<file path="src/rtl/wvsd_pkg.sv">
// Shared constants for the windowed variance silence detector.
`default_nettype none
package wvsd_pkg;

	// Default parameter values
	localparam int COUNT_BITS_DEF  = 20;
	localparam int SAMPLE_BITS_DEF = 16;

	// Fixed register widths
	localparam int TICK_W = 16;
	localparam int MIN_W  = 20;
	localparam int THR_W  = 15;
	localparam int CFG_W  = 20;
	localparam int IDX_W  = 2;

	// Digit width of the shared multiply-accumulate unit
	localparam int DIGIT_W = 8;

	// Configuration register indexes
	localparam logic [IDX_W-1:0] REG_ENABLE       = 2'd0;
	localparam logic [IDX_W-1:0] REG_WINDOW_TICKS = 2'd1;
	localparam logic [IDX_W-1:0] REG_MIN_SAMPLES  = 2'd2;
	localparam logic [IDX_W-1:0] REG_THRESHOLD    = 2'd3;

	// Register reset values
	localparam logic              ENABLE_RST       = 1'b1;
	localparam logic [TICK_W-1:0] WINDOW_TICKS_RST = 16'd1000;
	localparam logic [MIN_W-1:0]  MIN_SAMPLES_RST  = 20'd1000;
	localparam logic [THR_W-1:0]  THRESHOLD_RST    = 15'd100;

	// Item kinds
	localparam logic FUNC_SAMPLE = 1'b0;
	localparam logic FUNC_TICK   = 1'b1;

endpackage
`default_nettype wire

</file>
<file path="src/rtl/windowed_variance_silence_detector.sv">
// Windowed variance silence detector: top level with shared multiply-accumulate sequencer.
//
// Usage: items arrive on the in_valid/in_ready channel, each either an audio sample
// (func 0, signed sample) or a time tick (func 1). Every accepted request yields exactly
// one result on out_valid/out_ready: silent is the current verdict, decided is 1 when
// that item closed a window and updated the verdict.
// Configuration writes (cfg_valid/cfg_ready, cfg_index, cfg_data) are always taken and
// must only be issued while the block is idle.
// Timing: all products go through one 8-bit-digit multiply-accumulate unit, one digit
// per cycle. A sample is accepted, squared digit by digit into the sum of squares and
// then passed to the output register. A plain tick, a dropped sample or any item while
// disabled goes straight from acceptance to the output register. A tick that evaluates
// a window runs five products back to back (n*sumsq, sum^2, n^2, thr^2, n^2*thr^2);
// each product ends early when its multiplier has leading zero digits. The block takes
// one item at a time; in_ready is low while it works.
// Reset clears the accumulators, tick counter and verdict, and loads the register
// defaults. A stalled receiver holds the result register; the block finishes the next
// item and then waits until the pending result is taken.
`default_nettype none
module windowed_variance_silence_detector #(
	parameter int COUNT_BITS  = wvsd_pkg::COUNT_BITS_DEF,
	parameter int SAMPLE_BITS = wvsd_pkg::SAMPLE_BITS_DEF
) (
	input  wire                            clk,
	input  wire                            arst_n,
	input  wire                            cfg_valid,
	output logic                           cfg_ready,
	input  wire  [wvsd_pkg::IDX_W-1:0]     cfg_index,
	input  wire  [wvsd_pkg::CFG_W-1:0]     cfg_data,
	input  wire                            in_valid,
	output logic                           in_ready,
	input  wire                            func,
	input  wire  signed [SAMPLE_BITS-1:0]  sample,
	output logic                           out_valid,
	input  wire                            out_ready,
	output logic                           silent,
	output logic                           decided
);

	localparam int S    = SAMPLE_BITS;
	localparam int C    = COUNT_BITS;
	localparam int TW   = wvsd_pkg::THR_W;
	localparam int DIG  = wvsd_pkg::DIGIT_W;
	localparam int SMW  = S + C;            // signed sample sum
	localparam int MW   = S + C - 1;        // magnitude of sum
	localparam int SQW  = 2 * S - 1 + C;    // sum of squares
	localparam int LW   = C + SQW;          // n * sumsq
	localparam int SQPW = 2 * MW;           // sum^2
	localparam int LMW  = 2 * C + 2 * TW;   // n^2 * thr^2
	localparam int PW0  = (LW > SQPW) ? LW : SQPW;
	localparam int PW   = (PW0 > LMW) ? PW0 : LMW;
	localparam int AW   = PW + 1;           // signed accumulator
	localparam int BW   = (MW > 2 * TW) ? MW : 2 * TW;
	localparam int CMW  = (C > wvsd_pkg::MIN_W) ? C : wvsd_pkg::MIN_W;

	localparam logic [1:0] ST_IDLE = 2'd0;
	localparam logic [1:0] ST_MUL  = 2'd1;
	localparam logic [1:0] ST_FIN  = 2'd2;

	localparam logic [2:0] OP_SQS = 3'd0;   // sample square into sumsq
	localparam logic [2:0] OP_LHS = 3'd1;   // n * sumsq
	localparam logic [2:0] OP_SQ  = 3'd2;   // subtract sum^2
	localparam logic [2:0] OP_NN  = 3'd3;   // n * n
	localparam logic [2:0] OP_T2  = 3'd4;   // thr * thr
	localparam logic [2:0] OP_LIM = 3'd5;   // n^2 * thr^2

	// Configuration registers
	logic                        enable_q;
	logic [wvsd_pkg::TICK_W-1:0] window_ticks_q;
	logic [wvsd_pkg::MIN_W-1:0]  min_samples_q;
	logic [TW-1:0]               threshold_q;

	// Statistics state
	logic signed [SMW-1:0]       sum_q;
	logic [SQW-1:0]              sqsum_q;
	logic [C-1:0]                count_q;
	logic [wvsd_pkg::TICK_W-1:0] ticks_q;
	logic                        silent_flag_q;

	// Sequencer and shared unit
	logic [1:0]    state_q;
	logic [2:0]    op_q;
	logic          sub_q;
	logic [AW-1:0] acc_q;
	logic [AW-1:0] mcand_q;
	logic [BW-1:0] mult_q;
	logic [AW-1:0] diff_q;
	logic [2*C-1:0] nn_q;
	logic          dec_q;

	// Output register
	logic out_valid_q;
	logic out_silent_q;
	logic out_decided_q;

	logic [AW+DIG-1:0]  prod_full;
	logic [AW-1:0]      pp;
	logic [AW-1:0]      acc_nx;
	logic               last_digit;
	logic [S-1:0]       smag;
	logic signed [SMW-1:0] sum_nx;
	logic [SMW-1:0]     sum_neg;
	logic [MW-1:0]      sum_mag;
	logic [wvsd_pkg::TICK_W-1:0] ticks_inc;
	logic               count_full;
	logic               enough;
	logic               in_take;
	logic               out_take;
	logic               fin_load;

	assign cfg_ready = 1'b1;
	assign in_ready  = (state_q == ST_IDLE);
	assign in_take   = in_valid && in_ready;
	assign out_valid = out_valid_q;
	assign silent    = out_silent_q;
	assign decided   = out_decided_q;
	assign out_take  = out_valid_q && out_ready;
	assign fin_load  = (state_q == ST_FIN) && (!out_valid_q || out_ready);

	// Shared multiply-accumulate: one multiplier digit per cycle
	assign prod_full  = {{DIG{1'b0}}, mcand_q} * {{AW{1'b0}}, mult_q[DIG-1:0]};
	assign pp         = prod_full[AW-1:0];
	assign acc_nx     = sub_q ? (acc_q - pp) : (acc_q + pp);
	assign last_digit = ((mult_q >> DIG) == '0);

	assign smag       = sample[S-1] ? (~sample + 1'b1) : sample;
	assign sum_nx     = sum_q + SMW'(sample);
	assign sum_neg    = ~sum_q + 1'b1;
	assign sum_mag    = sum_q[SMW-1] ? sum_neg[MW-1:0] : sum_q[MW-1:0];
	assign ticks_inc  = (ticks_q == '1) ? ticks_q : (ticks_q + 1'b1);
	assign count_full = (count_q == '1);
	assign enough     = (CMW'(count_q) >= CMW'(min_samples_q));

	always_ff @(posedge clk or negedge arst_n) begin
		if (!arst_n) begin
			enable_q       <= wvsd_pkg::ENABLE_RST;
			window_ticks_q <= wvsd_pkg::WINDOW_TICKS_RST;
			min_samples_q  <= wvsd_pkg::MIN_SAMPLES_RST;
			threshold_q    <= wvsd_pkg::THRESHOLD_RST;
		end else if (cfg_valid && cfg_ready) begin
			unique case (cfg_index)
				wvsd_pkg::REG_ENABLE:       enable_q       <= cfg_data[0];
				wvsd_pkg::REG_WINDOW_TICKS: window_ticks_q <= cfg_data[wvsd_pkg::TICK_W-1:0];
				wvsd_pkg::REG_MIN_SAMPLES:  min_samples_q  <= cfg_data[wvsd_pkg::MIN_W-1:0];
				wvsd_pkg::REG_THRESHOLD:    threshold_q    <= cfg_data[TW-1:0];
				default: ;
			endcase
		end
	end

	// Operand registers of the shared unit carry no reset
	always_ff @(posedge clk) begin
		if (in_take) begin
			sub_q <= 1'b0;
			if (func == wvsd_pkg::FUNC_SAMPLE) begin
				acc_q   <= AW'(sqsum_q);
				mcand_q <= AW'(smag);
				mult_q  <= BW'(smag);
			end else begin
				acc_q   <= '0;
				mcand_q <= AW'(sqsum_q);
				mult_q  <= BW'(count_q);
			end
		end else if (state_q == ST_MUL) begin
			if (!last_digit) begin
				acc_q   <= acc_nx;
				mcand_q <= mcand_q << DIG;
				mult_q  <= mult_q >> DIG;
			end else begin
				case (op_q)
					OP_LHS: begin
						// keep n*sumsq, subtract sum^2 from it
						acc_q   <= acc_nx;
						sub_q   <= 1'b1;
						mcand_q <= AW'(sum_mag);
						mult_q  <= BW'(sum_mag);
					end
					OP_SQ: begin
						diff_q  <= acc_nx;
						acc_q   <= '0;
						sub_q   <= 1'b0;
						mcand_q <= AW'(count_q);
						mult_q  <= BW'(count_q);
					end
					OP_NN: begin
						nn_q    <= acc_nx[2*C-1:0];
						acc_q   <= '0;
						mcand_q <= AW'(threshold_q);
						mult_q  <= BW'(threshold_q);
					end
					OP_T2: begin
						acc_q   <= '0;
						mcand_q <= AW'(nn_q);
						mult_q  <= BW'(acc_nx[2*TW-1:0]);
					end
					default: ;
				endcase
			end
		end
	end

	always_ff @(posedge clk or negedge arst_n) begin
		if (!arst_n) begin
			state_q       <= ST_IDLE;
			op_q          <= OP_SQS;
			dec_q         <= 1'b0;
			sum_q         <= '0;
			sqsum_q       <= '0;
			count_q       <= '0;
			ticks_q       <= '0;
			silent_flag_q <= 1'b0;
			out_valid_q   <= 1'b0;
			out_silent_q  <= 1'b0;
			out_decided_q <= 1'b0;
		end else begin
			if (fin_load) begin
				out_valid_q <= 1'b1;
			end else if (out_take) begin
				out_valid_q <= 1'b0;
			end
			unique case (state_q)
				ST_IDLE: begin
					if (in_take) begin
						dec_q <= 1'b0;
						if (enable_q && func == wvsd_pkg::FUNC_SAMPLE && !count_full) begin
							sum_q   <= sum_nx;
							count_q <= count_q + 1'b1;
							op_q    <= OP_SQS;
							state_q <= ST_MUL;
						end else if (enable_q && func == wvsd_pkg::FUNC_TICK &&
								ticks_inc >= window_ticks_q) begin
							ticks_q <= '0;
							if (enough) begin
								op_q    <= OP_LHS;
								state_q <= ST_MUL;
							end else begin
								state_q <= ST_FIN;
							end
						end else begin
							// plain tick advances the counter; drop anything else
							if (enable_q && func == wvsd_pkg::FUNC_TICK) begin
								ticks_q <= ticks_inc;
							end
							state_q <= ST_FIN;
						end
					end
				end
				ST_MUL: begin
					if (last_digit) begin
						case (op_q)
							OP_SQS: begin
								sqsum_q <= acc_nx[SQW-1:0];
								state_q <= ST_FIN;
							end
							OP_LHS: op_q <= OP_SQ;
							OP_SQ:  op_q <= OP_NN;
							OP_NN:  op_q <= OP_T2;
							OP_T2:  op_q <= OP_LIM;
							default: begin
								// variance at or below zero, or under threshold squared
								silent_flag_q <= ($signed(diff_q) < $signed(acc_nx)) ||
									(diff_q == '0);
								sum_q   <= '0;
								sqsum_q <= '0;
								count_q <= '0;
								dec_q   <= 1'b1;
								state_q <= ST_FIN;
							end
						endcase
					end
				end
				ST_FIN: begin
					// hold until the result register is free
					if (fin_load) begin
						out_silent_q  <= silent_flag_q;
						out_decided_q <= dec_q;
						state_q       <= ST_IDLE;
					end
				end
				default: state_q <= ST_IDLE;
			endcase
		end
	end

endmodule
`default_nettype wire

</file>
<file path="config.mk">
export PLATFORM = sky130hd
export DESIGN_NAME = windowed_variance_silence_detector
export DESIGN_NICKNAME = d
export VERILOG_FILES = /design/src/rtl/wvsd_pkg.sv /design/src/rtl/windowed_variance_silence_detector.sv
export SDC_FILE = /design/constraint.sdc
export NUM_CORES = 2
export LEC_CHECK = 0
export BUFFER_PORTS_ARGS = -buffer_cell sky130_fd_sc_hd__buf_2
export CELL_PAD_IN_SITES_DETAIL_PLACEMENT = 0
export CELL_PAD_IN_SITES_GLOBAL_PLACEMENT = 1
export CORE_MARGIN = 3
export CORE_UTILIZATION = 25
export CTS_BUF_LIST = sky130_fd_sc_hd__clkbuf_8
export CTS_CLUSTER_SIZE = 20
export DETAILED_ROUTE_END_ITERATION = 7
export HOLD_SLACK_MARGIN = 0.03
export PLACE_DENSITY_LB_ADDON = 0.1
export SETUP_SLACK_MARGIN = 0.1
export SLEW_MARGIN = 20
export SYNTH_ARGS = -nofsm -noshare
export SYNTH_HDL_FRONTEND = slang
export SYNTH_SLANG_ARGS = --single-unit
</file>
<file path="constraint.sdc">
create_clock -name clk -period 17.7 [get_ports clk]
set_clock_uncertainty 0.05 [all_clocks]
set_input_delay 3.54 -clock clk [delete_from_list [all_inputs] [get_ports clk]]
set_output_delay 3.54 -clock clk [all_outputs]
set_load 0.1 [all_outputs]
</file>
==> metrics.md <==
| Metric | Value |
|---|---|
| Total CTS buffers | 101 |
| Setup Total Neg Slack | 0 ps |
| Most used cell, CP | a21oi_1 |
| Vias in the first global route | 39698 |
| Complex-gate fraction of the synthesized area | 0.159 |
| Critical path launch point type | flop |
| RSZ-0062 raised after global routing | false |
| First-pass GRT wire length | roughly 280000 um |
| Relative slew slack | 0.130 |
| Gate Count Post-Synth | 5232 |
| Post-synth EDFFs | about 290 |
| HP Class | reg2reg |
| Worst EP arrival | 13340 ps |
| DIE WIDTH | 442 um |
| Post_cts resized | 0 |
| Row cnt | about 160 |
| Mux cell area share after synthesis | 0.0174 |
| Total track usage | 0.190 |
| Synth Area per Inst | 9.07 sq um |
| Crit path largest cell delay | a little under 700 ps |
| Fin crit period | 12740 ps |
| Number of synthesized register bits | 477 |
| Fmax | 78.5 MHz |
| Die height | between 400 and 500 um |
| Max-slew violations | 0 |
| I/O pins | a little under 50 |
| Setup Viol. Count Final | 0 |
| Post-CTS Setup Bufs | 0 |
| Vias | ~38000 |
| Antenna viol nets, final | 0 |
| Port Buffers | 47 |
| Max cap viols | 0 |
| Adder-Cell Fraction of Synth Area | 0.247 |
| Worst-path fanout max | 58 |
| Nets@finish | 5921 |
| # fillers | 20391 |
| Drt first pass iters | 5 |
| Outcome | finished clean |
| Worst Path Class, Setup | reg2reg |
| Main synth FF type | edfxtp_1 |
| Initial antenna violation count | 15 |
| Layout cells sized above 1 | 0.0710 |
| Layout Cells excl Fill | 7769 |
| Post-synthesis xor/xnor area fraction | 0.0568 |
| Busiest grt layer | met2 |
| Met2 Usage GRT | 0.291 |
| Hold Path Depth | 2 |
| Pin count of the biggest net entering global routing | 68 |
| Sequential cell area | 13400 sq um |
| Synth warn | 0 |
| Register area share after synthesis | 0.283 |
| Simple-gate share of the synthesized area | 0.176 |
| Crit path required time | 18300 ps |
| Syn nets | 5972 |
| Worst setup EP type | flop |
| Average wire per cell in the routed design | 23.8 um |
| Async S/R FF share, synth | 0.388 |
| CTS Buffer Depth | 3 |
| Core footprint | 188000 sq um |
| Final Hold Viols | 0 |
| Met3 usage | 0.0178 |
| Multi-input gate area | ~31000 sq um |
| Global placement routability congestion | 0.810 |
| Worst skew pair latency | 850 ps |
| Root Driver | clkbuf_8 |
| Iter 0 DRT Violations | 2499 |
| GRT met1 Usage | 0.289 |
| R2R cell count | 43 |
| CTS tree | done |
| Distinct cells, synth | 88 |
| Syn Std Cell Area | roughly 47000 sq um |
| Grt total ovfl | 0 |
| Die area | 195000 sq um |
| Sink Count | approximately 480 |
| Initial Utilization | 0.252 |
| Area delta synth->final | 10.7% |
| Hold_buf cts | 0 |
| Main combinational cell family by area after synthesis | adder cells |
| Post-placement cell count | 7572 |
| Vias per cell | 4.88 |
| HPWL after detailed placement | ~140000 um |
| Residual DRC count | 0 |
| Clock transition at the registers of the reported paths | 60 ps |
| H-tree lvl count | 3 |
| Slowest-stage cell, CP | o41ai_1 |
| Crit share post-route | 0.720 |
| Slew at the pin closest to its max-slew limit | 1290 ps |
| DRT Wirelength | 185000 um |
-- path summary, 6_finish.rpt --
| check | from | endpoint | slack (ps) |
|---|---|---|---|
| setup / recovery | mult_q[2] | silent_flag_q | 4960 |
| hold reg to reg | sub_q | sub_q | 440 |
| hold / removal | sub_q | sub_q | 440 |
| max in group asynchronous | arst_n | sum_q[26] | 13130 |
| setup reg to reg | mult_q[2] | silent_flag_q | 4960 |
| min in group asynchronous | arst_n | ticks_q[15] | 2640 |
-- metal layers --
layer / vias up / part of all wire / wire (um)
met2: 651 / 0.44 / 80500
met1: 19295 / 0.52 / 95700
met4: 0 / 0.017 / 3130
li1: 17856 / - / -
met5: - / 0 / 0
met3: 145 / 0.031 / 5690
-- Yosys cell counts (149+ instances only) --
| library cell | instances | area [sq um] |
|---|---|---|
| nand2_1 | 572 | 2150 |
| nor2_1 | 284 | 1070 |
| xnor2_1 | 149 | 1310 |
| inv_1 | 513 | 1930 |
| xor2_1 | 157 | 1380 |
| dfrtp_1 | 169 | 4230 |
| and2_1 | 379 | 2370 |
| edfxtp_1 | 291 | 8740 |
| clkbuf_1 | 211 | 792 |
| fa_1 | 398 | 7970 |
| a21oi_1 | 348 | 1740 |
| ha_1 | 298 | 3730 |
| o21ai_0 | 374 | 1870 |
-- logic make-up (layout without fill, tap and decap cells) --
kind of cell	after synthesis	after routing
AND/OR/NAND/NOR	1680	1680
AO/OA/AOI/OAI	1230	1230
buffers and inverters	766	804
adder cells (fa/ha/maj)	696	696
flip-flops	477	477
XOR/XNOR	307	307
multiplexers	75	75
other	1	5
-- worst max-delay path: cells and delay by family (launching register included) --
family | cells | cell delay, ps
AO/OA/AOI/OAI | 18 | 4730
XOR/XNOR | 4 | 1390
adder cells (fa/ha/maj) | 7 | 3110
buffers and inverters | 7 | 1360
flip-flops | 1 | 320
AND/OR/NAND/NOR | 7 | 1520
-- layout make-up --
cell class / count / share of cell area
multi-input combinational: 3989 / 0.594
inverter: 513 / 0.0367
sequential: 477 / 0.255
clock buffer: 119 / 0.0312
timing repair buffer: 99 / 0.0122
clock inverter: 73 / 0.0107
tap: 2495 / 0.0594
antenna: 4 / 0.000191
-- cell usage in the layout, fill, tap and decap left out, drive strengths merged, types with 120 or more instances in the layout --
cell type,netlist,final
nand2,572,572
clkbuf,211,120
ha,298,298
xnor2,150,150
o21ai,389,389
fa,398,398
a21o,146,146
dfrtp,169,169
inv,513,549
and2,379,379
xor2,157,157
edfxtp,291,291
nor2,284,284
a21oi,351,351
-- metrics by stage --
stage	setup WS [ps]	util	cell area (sq um)	hold WS (ps)
2_1_floorplan	7450	-	47400	412
3_3_place_gp	4310	0.267	50300	430
3_5_place_dp	4840	0.267	50300	432
4_1_cts	4670	0.279	52500	445
5_1_grt	3740	0.279	52500	463
6_report	4960	0.279	52500	441
-- state kept, by name, summed over array words and instances (netlist names), 2 cells and up --
| register | count |
|---|---|
| window_ticks_q | 16 |
| threshold_q | 15 |
| acc_q | 72 |
| sum_q | 36 |
| diff_q | 72 |
| mcand_q | 72 |
| state_q | 2 |
| min_samples_q | 20 |
| mult_q | 35 |
| sqsum_q | 51 |
| nn_q | 40 |
| op_q | 3 |
| count_q | 20 |
| ticks_q | 16 |
Power is not shown: default switching activity piles up to over one toggle a cycle in this logic, so the estimate is an artifact.
